==> src/rtl/core/egu_pkg.sv <==
// Shared types, codes, saturation helpers and the microcode ROM of the gradient unit.
package egu_pkg;

	localparam int FRAC_BITS_DEF = 16;
	localparam int DATA_W        = 32;
	localparam int FUNC_W        = 3;
	localparam int SCALE_W       = 18;
	localparam int UPC_W         = 5;

	localparam logic [SCALE_W-1:0] SCALE_RST = 18'd131072;

	// operation codes carried by an item
	localparam logic [FUNC_W-1:0] F_SIGMOID    = 3'd0;
	localparam logic [FUNC_W-1:0] F_RELU       = 3'd1;
	localparam logic [FUNC_W-1:0] F_ADD        = 3'd2;
	localparam logic [FUNC_W-1:0] F_SUB        = 3'd3;
	localparam logic [FUNC_W-1:0] F_HADAMARD   = 3'd4;
	localparam logic [FUNC_W-1:0] F_MSE        = 3'd5;
	localparam logic [FUNC_W-1:0] F_SMAX_SUM   = 3'd6;
	localparam logic [FUNC_W-1:0] F_SMAX_APPLY = 3'd7;

	// multiplier operand selects
	localparam logic [1:0] MA_G = 2'd0;
	localparam logic [1:0] MA_Y = 2'd1;
	localparam logic [1:0] MA_U = 2'd2;
	localparam logic [1:0] MA_T = 2'd3;

	localparam logic [2:0] MB_Y     = 3'd0;
	localparam logic [2:0] MB_BV    = 3'd1;
	localparam logic [2:0] MB_AV    = 3'd2;
	localparam logic [2:0] MB_T     = 3'd3;
	localparam logic [2:0] MB_SCALE = 3'd4;

	// temporary register sources
	localparam logic [1:0] T_NONE        = 2'd0;
	localparam logic [1:0] T_ONE_MINUS_Y = 2'd1;
	localparam logic [1:0] T_AV_MINUS_BV = 2'd2;
	localparam logic [1:0] T_G_MINUS_SUM = 2'd3;

	// gradient updates
	localparam logic [1:0] A_NONE   = 2'd0;
	localparam logic [1:0] A_ADD_G  = 2'd1;
	localparam logic [1:0] A_ADD_PF = 2'd2;

	localparam logic [2:0] B_NONE   = 3'd0;
	localparam logic [2:0] B_ADD_G  = 3'd1;
	localparam logic [2:0] B_SUB_G  = 3'd2;
	localparam logic [2:0] B_ADD_PF = 3'd3;
	localparam logic [2:0] B_SUB_PF = 3'd4;

	// sequencing
	localparam logic [1:0] BR_NEXT  = 2'd0;
	localparam logic [1:0] BR_JNPOS = 2'd1;
	localparam logic [1:0] BR_END   = 2'd2;

	// program entry points
	localparam logic [UPC_W-1:0] PC_SIG  = 5'd0;
	localparam logic [UPC_W-1:0] PC_RELU = 5'd4;
	localparam logic [UPC_W-1:0] PC_ADD  = 5'd7;
	localparam logic [UPC_W-1:0] PC_SUB  = 5'd8;
	localparam logic [UPC_W-1:0] PC_HAD  = 5'd9;
	localparam logic [UPC_W-1:0] PC_MSE  = 5'd12;
	localparam logic [UPC_W-1:0] PC_SUM  = 5'd15;
	localparam logic [UPC_W-1:0] PC_APP  = 5'd17;

	typedef struct packed {
		logic             mul_en;
		logic [1:0]       ma_sel;
		logic [2:0]       mb_sel;
		logic [1:0]       t_op;
		logic             u_en;
		logic [1:0]       a_op;
		logic [2:0]       b_op;
		logic             sum_acc;
		logic [1:0]       br;
		logic             emit;
		logic [UPC_W-1:0] target;
	} egu_uword_t;

	typedef struct packed {
		logic       fire;
		egu_uword_t uw;
	} egu_ctl_t;

	typedef struct packed {
		logic av_pos;
		logic out_free;
	} egu_stat_t;

	localparam egu_uword_t UW_NOP = '0;

	function automatic logic signed [DATA_W-1:0] sat33(input logic signed [DATA_W:0] v);
		logic signed [DATA_W-1:0] r;
		if (v[DATA_W] != v[DATA_W-1]) begin
			r = v[DATA_W] ? {1'b1, {(DATA_W-1){1'b0}}} : {1'b0, {(DATA_W-1){1'b1}}};
		end else begin
			r = v[DATA_W-1:0];
		end
		return r;
	endfunction

	function automatic logic signed [DATA_W-1:0] sat64(input logic signed [2*DATA_W-1:0] v);
		logic signed [DATA_W-1:0] r;
		logic                     fits;
		fits = (&v[2*DATA_W-1:DATA_W-1]) | ~(|v[2*DATA_W-1:DATA_W-1]);
		if (!fits) begin
			r = v[2*DATA_W-1] ? {1'b1, {(DATA_W-1){1'b0}}} : {1'b0, {(DATA_W-1){1'b1}}};
		end else begin
			r = v[DATA_W-1:0];
		end
		return r;
	endfunction

	function automatic logic [UPC_W-1:0] egu_entry(input logic [FUNC_W-1:0] func);
		logic [UPC_W-1:0] pc;
		unique case (func)
			F_SIGMOID:    pc = PC_SIG;
			F_RELU:       pc = PC_RELU;
			F_ADD:        pc = PC_ADD;
			F_SUB:        pc = PC_SUB;
			F_HADAMARD:   pc = PC_HAD;
			F_MSE:        pc = PC_MSE;
			F_SMAX_SUM:   pc = PC_SUM;
			F_SMAX_APPLY: pc = PC_APP;
		endcase
		return pc;
	endfunction

	// product from a step is taken (floored, saturated) as pf in the following step
	function automatic egu_uword_t egu_rom(input logic [UPC_W-1:0] pc);
		egu_uword_t w;
		w = UW_NOP;
		unique case (pc)
			PC_SIG: begin
				w.t_op   = T_ONE_MINUS_Y;
				w.mul_en = 1'b1;
				w.ma_sel = MA_G;
				w.mb_sel = MB_Y;
			end
			PC_SIG + 5'd1: begin
				w.u_en = 1'b1;
			end
			PC_SIG + 5'd2: begin
				w.mul_en = 1'b1;
				w.ma_sel = MA_U;
				w.mb_sel = MB_T;
			end
			PC_SIG + 5'd3: begin
				w.a_op = A_ADD_PF;
				w.br   = BR_END;
				w.emit = 1'b1;
			end
			PC_RELU: begin
				w.br     = BR_JNPOS;
				w.target = PC_RELU + 5'd2;
			end
			PC_RELU + 5'd1: begin
				w.a_op = A_ADD_G;
				w.br   = BR_END;
				w.emit = 1'b1;
			end
			PC_RELU + 5'd2: begin
				w.br   = BR_END;
				w.emit = 1'b1;
			end
			PC_ADD: begin
				w.a_op = A_ADD_G;
				w.b_op = B_ADD_G;
				w.br   = BR_END;
				w.emit = 1'b1;
			end
			PC_SUB: begin
				w.a_op = A_ADD_G;
				w.b_op = B_SUB_G;
				w.br   = BR_END;
				w.emit = 1'b1;
			end
			PC_HAD: begin
				w.mul_en = 1'b1;
				w.ma_sel = MA_G;
				w.mb_sel = MB_BV;
			end
			PC_HAD + 5'd1: begin
				w.mul_en = 1'b1;
				w.ma_sel = MA_G;
				w.mb_sel = MB_AV;
				w.a_op   = A_ADD_PF;
			end
			PC_HAD + 5'd2: begin
				w.b_op = B_ADD_PF;
				w.br   = BR_END;
				w.emit = 1'b1;
			end
			PC_MSE: begin
				w.t_op = T_AV_MINUS_BV;
			end
			PC_MSE + 5'd1: begin
				w.mul_en = 1'b1;
				w.ma_sel = MA_T;
				w.mb_sel = MB_SCALE;
			end
			PC_MSE + 5'd2: begin
				w.a_op = A_ADD_PF;
				w.b_op = B_SUB_PF;
				w.br   = BR_END;
				w.emit = 1'b1;
			end
			PC_SUM: begin
				w.mul_en = 1'b1;
				w.ma_sel = MA_G;
				w.mb_sel = MB_Y;
			end
			PC_SUM + 5'd1: begin
				w.sum_acc = 1'b1;
				w.br      = BR_END;
			end
			PC_APP: begin
				w.t_op = T_G_MINUS_SUM;
			end
			PC_APP + 5'd1: begin
				w.mul_en = 1'b1;
				w.ma_sel = MA_Y;
				w.mb_sel = MB_T;
			end
			PC_APP + 5'd2: begin
				w.a_op = A_ADD_PF;
				w.br   = BR_END;
				w.emit = 1'b1;
			end
			default: begin
				w.br = BR_END;
			end
		endcase
		return w;
	endfunction

endpackage

==> src/rtl/core/egu_if.sv <==
// Item and result channel interfaces of the gradient unit.
interface egu_item_if import egu_pkg::*; ();
	logic                     valid;
	logic                     ready;
	logic [FUNC_W-1:0]        func;
	logic signed [DATA_W-1:0] out_grad;
	logic signed [DATA_W-1:0] out_value;
	logic signed [DATA_W-1:0] a_value;
	logic signed [DATA_W-1:0] b_value;
	logic signed [DATA_W-1:0] a_grad_in;
	logic signed [DATA_W-1:0] b_grad_in;
	logic                     first_of_pass;

	modport source (
		output valid, func, out_grad, out_value, a_value, b_value,
		       a_grad_in, b_grad_in, first_of_pass,
		input  ready
	);
	modport sink (
		input  valid, func, out_grad, out_value, a_value, b_value,
		       a_grad_in, b_grad_in, first_of_pass,
		output ready
	);
endinterface

interface egu_result_if import egu_pkg::*; ();
	logic                     valid;
	logic                     ready;
	logic signed [DATA_W-1:0] a_grad_out;
	logic signed [DATA_W-1:0] b_grad_out;

	modport source (output valid, a_grad_out, b_grad_out, input ready);
	modport sink (input valid, a_grad_out, b_grad_out, output ready);
endinterface

==> src/rtl/core/egu_seq.sv <==
// Microcode sequencer: step counter, program ROM and branch logic.
module egu_seq import egu_pkg::*; (
	input  logic              clk,
	input  logic              arst_n,
	input  logic              start,
	input  logic [FUNC_W-1:0] func,
	input  egu_stat_t         stat,
	output logic              busy,
	output egu_ctl_t          ctl
);

	logic [UPC_W-1:0] pc_q;
	logic             busy_q;
	egu_uword_t       uw;
	logic             stall;

	assign uw    = egu_rom(pc_q);
	// hold the final step until the output register can take the result
	assign stall = (uw.br == BR_END) && uw.emit && !stat.out_free;

	assign ctl.uw   = uw;
	assign ctl.fire = busy_q & ~stall;
	assign busy     = busy_q;

	always_ff @(posedge clk or negedge arst_n) begin
		if (!arst_n) begin
			busy_q <= 1'b0;
			pc_q   <= '0;
		end else if (start) begin
			busy_q <= 1'b1;
			pc_q   <= egu_entry(func);
		end else if (ctl.fire) begin
			unique case (uw.br)
				BR_NEXT:  pc_q <= pc_q + 5'd1;
				BR_JNPOS: pc_q <= stat.av_pos ? pc_q + 5'd1 : uw.target;
				BR_END:   busy_q <= 1'b0;
				default:  busy_q <= 1'b0;
			endcase
		end
	end

endmodule

==> src/rtl/core/egu_dp.sv <==
// Datapath: operand registers, shared multiplier, saturating adders, softmax sum, result register.
module egu_dp import egu_pkg::*; #(
	parameter int FRACTION_BITS = FRAC_BITS_DEF
) (
	input  logic               clk,
	input  logic               arst_n,
	egu_item_if.sink           item,
	egu_result_if.source       result,
	input  logic               cfg_wen,
	input  logic [SCALE_W-1:0] cfg_wdata,
	input  logic               busy,
	input  egu_ctl_t           ctl,
	output logic               start,
	output logic [FUNC_W-1:0]  func,
	output egu_stat_t          stat
);

	localparam logic signed [DATA_W:0] ONE_VAL = 33'sd1 <<< FRACTION_BITS;

	logic signed [DATA_W-1:0]   g_q, y_q, av_q, bv_q, a_q, b_q;
	logic                       first_q;
	logic signed [DATA_W-1:0]   t_q, u_q, sum_q;
	logic signed [2*DATA_W-1:0] prod_q;
	logic [SCALE_W-1:0]         scale_q;
	logic                       res_valid_q;
	logic signed [DATA_W-1:0]   res_a_q, res_b_q;

	logic signed [2*DATA_W-1:0] prod_sh;
	logic signed [DATA_W-1:0]   pf, ma, mb, t_d, a_nx, b_nx, sum_base, sum_nx;
	logic                       end_emit;

	assign item.ready = ~busy;
	assign start      = item.valid & ~busy;
	assign func       = item.func;

	assign prod_sh = prod_q >>> FRACTION_BITS;
	assign pf      = sat64(prod_sh);

	always_comb begin
		unique case (ctl.uw.ma_sel)
			MA_G:    ma = g_q;
			MA_Y:    ma = y_q;
			MA_U:    ma = u_q;
			MA_T:    ma = t_q;
			default: ma = g_q;
		endcase
		unique case (ctl.uw.mb_sel)
			MB_Y:     mb = y_q;
			MB_BV:    mb = bv_q;
			MB_AV:    mb = av_q;
			MB_T:     mb = t_q;
			MB_SCALE: mb = $signed({{(DATA_W-SCALE_W){1'b0}}, scale_q});
			default:  mb = y_q;
		endcase
	end

	always_comb begin
		unique case (ctl.uw.t_op)
			T_ONE_MINUS_Y: t_d = sat33(ONE_VAL - {y_q[DATA_W-1], y_q});
			T_AV_MINUS_BV: t_d = sat33({av_q[DATA_W-1], av_q} - {bv_q[DATA_W-1], bv_q});
			T_G_MINUS_SUM: t_d = sat33({g_q[DATA_W-1], g_q} - {sum_q[DATA_W-1], sum_q});
			default:       t_d = t_q;
		endcase
	end

	always_comb begin
		unique case (ctl.uw.a_op)
			A_ADD_G:  a_nx = sat33({a_q[DATA_W-1], a_q} + {g_q[DATA_W-1], g_q});
			A_ADD_PF: a_nx = sat33({a_q[DATA_W-1], a_q} + {pf[DATA_W-1], pf});
			default:  a_nx = a_q;
		endcase
		unique case (ctl.uw.b_op)
			B_ADD_G:  b_nx = sat33({b_q[DATA_W-1], b_q} + {g_q[DATA_W-1], g_q});
			B_SUB_G:  b_nx = sat33({b_q[DATA_W-1], b_q} - {g_q[DATA_W-1], g_q});
			B_ADD_PF: b_nx = sat33({b_q[DATA_W-1], b_q} + {pf[DATA_W-1], pf});
			B_SUB_PF: b_nx = sat33({b_q[DATA_W-1], b_q} - {pf[DATA_W-1], pf});
			default:  b_nx = b_q;
		endcase
	end

	// a sum item that opens a pass drops the kept sum
	assign sum_base = first_q ? '0 : sum_q;
	assign sum_nx   = sat33({sum_base[DATA_W-1], sum_base} + {pf[DATA_W-1], pf});

	assign end_emit = ctl.fire && (ctl.uw.br == BR_END) && ctl.uw.emit;

	assign stat.av_pos   = (av_q > 0);
	assign stat.out_free = ~res_valid_q | result.ready;

	assign result.valid      = res_valid_q;
	assign result.a_grad_out = res_a_q;
	assign result.b_grad_out = res_b_q;

	always_ff @(posedge clk) begin
		if (start) begin
			g_q     <= item.out_grad;
			y_q     <= item.out_value;
			av_q    <= item.a_value;
			bv_q    <= item.b_value;
			a_q     <= item.a_grad_in;
			b_q     <= item.b_grad_in;
			first_q <= item.first_of_pass;
		end else if (ctl.fire) begin
			a_q <= a_nx;
			b_q <= b_nx;
			t_q <= t_d;
			if (ctl.uw.u_en) begin
				u_q <= pf;
			end
			if (ctl.uw.mul_en) begin
				prod_q <= ma * mb;
			end
		end
		if (end_emit) begin
			res_a_q <= a_nx;
			res_b_q <= b_nx;
		end
	end

	always_ff @(posedge clk or negedge arst_n) begin
		if (!arst_n) begin
			scale_q     <= SCALE_RST;
			sum_q       <= '0;
			res_valid_q <= 1'b0;
		end else begin
			if (cfg_wen) begin
				scale_q <= cfg_wdata;
			end
			if (ctl.fire && ctl.uw.sum_acc) begin
				sum_q <= sum_nx;
			end
			if (end_emit) begin
				res_valid_q <= 1'b1;
			end else if (result.ready) begin
				res_valid_q <= 1'b0;
			end
		end
	end

endmodule

==> src/rtl/core/elementwise_gradient_unit_core.sv <==
// Top level of the gradient unit: sequencer, datapath and their checks.
//
//   channel   dir   handshake        payload
//   item      in    valid / ready    func, out_grad, out_value, a_value, b_value,
//                                    a_grad_in, b_grad_in, first_of_pass
//   result    out   valid / ready    a_grad_out, b_grad_out
//   cfg       in    cfg_wen          cfg_wdata (mse_scale)
//
// One item at a time: the item transfers, then runs one to four microcode steps; the
// shared 32x32 multiplier and its product register set the step count.
// A result waits in the output register; the next item transfers while it waits, and
// only a final step that would overwrite an untaken result stalls.
// Reset clears the sequencer, the softmax sum, the result valid and restores mse_scale.
module elementwise_gradient_unit_core import egu_pkg::*; #(
	parameter int FRACTION_BITS = FRAC_BITS_DEF
) (
	input  logic               clk,
	input  logic               arst_n,
	egu_item_if.sink           item,
	egu_result_if.source       result,
	input  logic               cfg_wen,
	input  logic [SCALE_W-1:0] cfg_wdata
);

	logic              start;
	logic [FUNC_W-1:0] func;
	logic              busy;
	egu_ctl_t          ctl;
	egu_stat_t         stat;

	egu_seq u_seq (
		.clk    (clk),
		.arst_n (arst_n),
		.start  (start),
		.func   (func),
		.stat   (stat),
		.busy   (busy),
		.ctl    (ctl)
	);

	egu_dp #(
		.FRACTION_BITS (FRACTION_BITS)
	) u_dp (
		.clk       (clk),
		.arst_n    (arst_n),
		.item      (item),
		.result    (result),
		.cfg_wen   (cfg_wen),
		.cfg_wdata (cfg_wdata),
		.busy      (busy),
		.ctl       (ctl),
		.start     (start),
		.func      (func),
		.stat      (stat)
	);

	a_start_busy: assert property (@(posedge clk) disable iff (!arst_n)
		start |=> busy)
		else $error("sequencer did not start on item transfer");

	a_emit_valid: assert property (@(posedge clk) disable iff (!arst_n)
		(ctl.fire && ctl.uw.br == BR_END && ctl.uw.emit) |=> result.valid)
		else $error("final step did not load the result register");

	a_idle_quiet: assert property (@(posedge clk) disable iff (!arst_n)
		!busy |-> !ctl.fire)
		else $error("datapath step while sequencer idle");

	a_end_only: assert property (@(posedge clk) disable iff (!arst_n)
		$fell(busy) |-> $past(ctl.fire && ctl.uw.br == BR_END))
		else $error("sequencer went idle without a final step");

endmodule

==> src/flat_wrapper.sv <==
// flat-port wrapper written by rule: the top's interface ports become plain ports
module elementwise_gradient_unit_core_flat import egu_pkg::*;
#(
	parameter int FRACTION_BITS = FRAC_BITS_DEF
)
  (clk, arst_n, cfg_wen, cfg_wdata, item_valid, item_func, item_out_grad, item_out_value, item_a_value, item_b_value, item_a_grad_in, item_b_grad_in, item_first_of_pass, item_ready, result_valid, result_a_grad_out, result_b_grad_out, result_ready);
  egu_item_if item_i ();
  egu_result_if result_i ();
  input  logic clk;
  input  logic arst_n;
  input  logic cfg_wen;
  input  logic [SCALE_W-1:0] cfg_wdata;
  input wire logic [$bits(item_i.valid)-1:0] item_valid;
  input wire logic [$bits(item_i.func)-1:0] item_func;
  input wire logic [$bits(item_i.out_grad)-1:0] item_out_grad;
  input wire logic [$bits(item_i.out_value)-1:0] item_out_value;
  input wire logic [$bits(item_i.a_value)-1:0] item_a_value;
  input wire logic [$bits(item_i.b_value)-1:0] item_b_value;
  input wire logic [$bits(item_i.a_grad_in)-1:0] item_a_grad_in;
  input wire logic [$bits(item_i.b_grad_in)-1:0] item_b_grad_in;
  input wire logic [$bits(item_i.first_of_pass)-1:0] item_first_of_pass;
  output wire logic [$bits(item_i.ready)-1:0] item_ready;
  output wire logic [$bits(result_i.valid)-1:0] result_valid;
  output wire logic [$bits(result_i.a_grad_out)-1:0] result_a_grad_out;
  output wire logic [$bits(result_i.b_grad_out)-1:0] result_b_grad_out;
  input wire logic [$bits(result_i.ready)-1:0] result_ready;
  assign item_i.valid = item_valid;
  assign item_i.func = item_func;
  assign item_i.out_grad = item_out_grad;
  assign item_i.out_value = item_out_value;
  assign item_i.a_value = item_a_value;
  assign item_i.b_value = item_b_value;
  assign item_i.a_grad_in = item_a_grad_in;
  assign item_i.b_grad_in = item_b_grad_in;
  assign item_i.first_of_pass = item_first_of_pass;
  assign item_ready = item_i.ready;
  assign result_valid = result_i.valid;
  assign result_a_grad_out = result_i.a_grad_out;
  assign result_b_grad_out = result_i.b_grad_out;
  assign result_i.ready = result_ready;
  elementwise_gradient_unit_core #(.FRACTION_BITS(FRACTION_BITS)) u_core (.clk(clk), .arst_n(arst_n), .item(item_i), .result(result_i), .cfg_wen(cfg_wen), .cfg_wdata(cfg_wdata));
endmodule
==> config.mk <==
export PLATFORM = sky130hd
export DESIGN_NAME = elementwise_gradient_unit_core_flat
export DESIGN_NICKNAME = d
export VERILOG_FILES = /design/src/rtl/core/egu_pkg.sv /design/src/rtl/core/egu_if.sv /design/src/rtl/core/egu_seq.sv /design/src/rtl/core/egu_dp.sv /design/src/rtl/core/elementwise_gradient_unit_core.sv /design/src/flat_wrapper.sv
export SDC_FILE = /design/constraint.sdc
export NUM_CORES = 2
export LEC_CHECK = 0
export ABC_CLOCK_PERIOD_IN_PS = 10150
export BUFFER_PORTS_ARGS = -buffer_cell sky130_fd_sc_hd__buf_4
export CORE_MARGIN = 4
export CORE_UTILIZATION = 59
export CTS_CLUSTER_SIZE = 30
export DETAILED_ROUTE_END_ITERATION = 12
export PLACE_DENSITY = 0.8
export SLEW_MARGIN = 20
export SYNTH_ARGS = -nofsm -noshare
export SYNTH_HDL_FRONTEND = slang
export SYNTH_HIERARCHICAL = 1
export SYNTH_SLANG_ARGS = --single-unit
==> constraint.sdc <==
create_clock -name clk -period 10.15 [get_ports clk]
set_clock_uncertainty 0.15 [all_clocks]
set_input_delay 1.015 -clock clk [delete_from_list [all_inputs] [get_ports clk]]
set_output_delay 1.015 -clock clk [all_outputs]
set_load 0.02 [all_outputs]
# == Word-level counts from Yosys, hierarchy flattened ==
# Memories as Yosys holds them, arrays and structs flattened.
# Index checks and enable logic that the tools add are counted.
# classes
n_addsub,11
multipliers,1
magnitude_cmp,1
n_eq_ne,48
mux,50
bitwise,9
reduce_logical,26
# op_table
op,count
two-way mux 32 bit,27
case mux 32 bit (4 select lines),3
adder 32 x 32 -> 33 bit,5
subtractor 32 x 32 -> 33 bit,4
case mux 32 bit (3 select lines),1
multiplier 32 x 32 -> 64 bit,1
case mux 32 bit (2 select lines),1
equality test 5 x 4 -> 1 bit (second input constant),8
case mux 6 bit (6 select lines),1
subtractor 18 x 32 -> 33 bit (first input constant),1
> comparator 32 x 1 -> 1 bit (second input constant),1
equality test 5 x 3 -> 1 bit (second input constant),4
equality test 5 bit (second input constant),4
AND reduction 17 bit,1
OR reduction 17 bit,1
two-way mux 5 bit,3
equality test 2 bit (second input constant),6
equality test 3 x 2 -> 1 bit (second input constant),4
case mux 3 bit (4 select lines),1
equality test 5 x 2 -> 1 bit (second input constant),2
!= test 1 bit,10
case mux 5 bit (2 select lines),1
OR reduction 10 bit,1
AND reduction 3 bit,3
other kinds (24),52
# totals
register_bits,442
romBits,40
input_bits,219
out_inout_bits,66
wordCells,164
mem_count,1
# memory_table
name,words,width,rd,rd_ports_with_merged_regs,wr,line,source
(no name shown),8,5,1,0,0,egu_pkg.sv:116,unique case (func)

# == Longest topological paths before layout ==
# logic_depth
word_depth,11
depth_mapped,43
ltp_nobuf,36

# == By module ==
# The synthesis kept the hierarchy.
# modules_own_cells
mod,instances,cells_each,area_each_um2,seq_area_each_um2
egu_dp,1,7758,69895.8,12358.1
egu_seq,1,119,913.4,150.1

# == Worst setup path before layout ==
# Ideal clock, no wire load.
# synth_timing
path_type,register to register
from,reg u_core.u_seq.pc_q[1]
to,"reg u_core.u_dp.prod_q[62], data pin"
setup_ns,0.258
arrival_time_ns,10.045
t_required_ns,9.742
slack_ns,-0.303
path_stages_with_launch,39
path_buffers,6
synth_period_minus_slack_ns,10.453
cell_sequence,dfrtp_1 -> inv_1 -> ha_1 -> buf_4 -> nand3_1 -> a21oi_1 -> clkbuf_1 -> buf_2 -> buf_1 -> clkbuf_1 -> mux4_2 -> nor2_1 -> a21oi_1 -> clkbuf_1 -> nand2_1 -> inv_1 -> fa_1 -> fa_1 -> [3 not listed] -> inv_1 -> fa_1 -> fa_1 -> inv_1 -> fa_1 -> inv_1 -> fa_1 -> ha_1 -> a21o_1 -> a21o_1 -> a21oi_1 -> o21ai_0 -> a21oi_1 -> o21bai_1 -> a21o_1 -> a311o_1 -> a31oi_1 -> xnor2_1
# synth_lines
element,line,source
"start, declared",egu_seq.sv:12,logic [UPC_W-1:0] pc_q;
"start signal, assigned",egu_seq.sv:31,pc_q <= egu_entry(func);
"start signal, assigned",egu_seq.sv:34,BR_NEXT: pc_q <= pc_q + 5'd1;
"start signal, assigned",egu_seq.sv:35,BR_JNPOS: pc_q <= stat.av_pos ? pc_q + 5'd1 : uw.target;
"end signal, assigned",egu_dp.sv:111,prod_q <= ma * mb;
"end, declared",egu_dp.sv:23,logic signed [2*DATA_W-1:0] prod_q;

==> flow_metrics.tcl <==
set metrics [dict create \
    endpoint_kind "flop" \
    hold_violations 0 \
    start_util 0.5970 \
    grt_max_degree 86 \
    row_count 126 \
    design_area_um2 79080 \
    cp-start-kind "flop" \
    maxCapViolations 0 \
    cts_hold_buffers 0 \
    dp.cells 9750 \
    vias 62080 \
    synth_fp_nets 9660 \
    clock_path_buffers 3 \
    max_slew_margin 0.2405 \
    r2r_setup_slack_ns 0.23 \
    overflow 0 \
    cp.required_ns 10.41 \
    fmax_mhz 100.8 \
    path_clk_slew_ns 0.06 \
    ant_nets 0 \
    utilization 0.6670 \
    first_iter_violations 7148 \
    finalSetupViolations 0 \
    maxSlewViolCount 0 \
    r2r-start "u_core/u_seq/pc_q[1]$_DFFE_PN0P_" \
    crit_type "reg2reg" \
    grt_antenna_before_repair 20 \
    grt_pass1_wl_um 404200 \
    largest_reg_flops 48 \
    avgSynthCellArea_um2 8.991 \
    crit_arrival_ns 10.18 \
    final_cells 9887 \
    netlist_instances 7871 \
    cts_root_buf "clkbuf_16" \
    drc 0 \
    top_register "u_core/u_dp/prod_q" \
    outcome "finished, final reports clean" \
    clock_insertion_delay_worst_skew_ns 0.69 \
    dr.pass1.iters 9 \
    tritoncts "yes" \
    yosys_warnings 6 \
    area_growth_syn_to_layout_pct 11.74 \
    cts_made_buffers 50 \
    portBuffers 284 \
    grt_pass1_vias 62690 \
    min_period_over_period 0.9777 \
    cp_common_cell "fa_1" \
    hold_class "in2async" \
    gp_congestion 1.057 \
    ff2ff_path_depth 37 \
    die_y_um 354.3 \
    routed_wl_um 274600 \
    fp.coreArea_um2 118600 \
    rsz0062_at_grt "yes" \
    pin_count 285 \
    htreeDepth 2 \
    reg2reg_to "u_core/u_dp/prod_q[63]$_DFFE_PP_" \
    period_minus_slack_ns 9.924 \
    clkSinkCount 426 \
    drive_gt1_frac 0.1162 \
    worst_pin_slew_ns 1.115 \
    place_hpwl_um 225200 \
    nets 10010 \
    routed_via_density 6.279 \
    slowest_delay_ns 0.62 \
    dieArea_um2 125600 \
    cpMaxStageDelayCell "fa_1" \
    postPlaceCellArea_um2 76930 \
    syn_area_um2 70770 \
    dieWidth_um 354.3 \
    grt_usage 0.4344 \
    wire_per_inst_um 27.78 \
    path_max_fanout 10 \
]
## critical path: cells and delay by family, from the launching register on
kind                       cells  cell delay [ns]
AOI/OAI and AO/OA             11             2.02
xor gates and xnor gates       1             0.14
adders and majority gates     10             4.68
buffers and inverters         11             1.30
DFF                            1             0.44
muxes                          1             0.53
and+or+nand+nor                3             0.38
## metal layers
metal  track usage  part of all wire  routed length (µm)  vias to the layer above
met2        0.6614              0.44              120000                     4111
met3        0.1246              0.13               34550                      884
li1              -                 -                   -                    26490
met4        0.2411             0.071               19530                       14
met1        0.5615              0.37              100400                    30570
met5             0           0.00032                  87                        -
## stage by stage
step	TNS, ns	hold slack [ns]	setup slack (ns)
floorplan	0	0.2998	0.03463
detailed placement	0	0.3198	0.04350
global placement	0	0.3126	0.02926
finish	0	0.3257	0.2262
CTS	0	0.3200	0.008864
global route	-0.09044	0.3486	-0.05842
## what timing repair did
action                     4_1_cts  5_1_grt
resized for setup                0       55
setup buffers                    0       19
hold endpoints to repair         0        0
setup endpoints to repair        0       27
## worst max path at each step
stage               cells past startpoint                              from                               end
floorplan                              35  u_core/u_seq/pc_q[0]$_DFFE_PN0P_  u_core/u_dp/prod_q[62]$_DFFE_PP_
global placement                       34  u_core/u_seq/pc_q[0]$_DFFE_PN0P_  u_core/u_dp/prod_q[63]$_DFFE_PP_
detailed placement                     35  u_core/u_seq/pc_q[0]$_DFFE_PN0P_  u_core/u_dp/prod_q[63]$_DFFE_PP_
CTS                                    35  u_core/u_seq/pc_q[0]$_DFFE_PN0P_  u_core/u_dp/prod_q[63]$_DFFE_PP_
global route                           35  u_core/u_seq/pc_q[1]$_DFFE_PN0P_  u_core/u_dp/prod_q[63]$_DFFE_PP_
finish                                 37  u_core/u_seq/pc_q[1]$_DFFE_PN0P_  u_core/u_dp/prod_q[63]$_DFFE_PP_
## final cells by class
type                    count  area, µm²
flip-flops and latches    426      12510
multi-input cells        5866      52630
repair buffers            657       5594
clock inverters            26      334.1
inverters                1224       4607
clock buffers              68       1349
diodes                     20      50.05
fillers                  9640      39480
well taps                1600       2002
## placed cells by master, fill, tap and decap left out, drive strengths merged, types with 76 or more instances in the layout
cell,n
a21o,133
edfxtp,369
nand2b,81
inv,1227
xor2,108
o21ai,313
ha,480
xnor2,223
nor2,902
nor3,80
o21a,85
nand2,812
nor2b,76
fa,1090
buf,654
a21oi,536
Power is left out: the tool's default activity adds up to more than one toggle a clock period on the data nets, which glitch-free logic cannot reach.
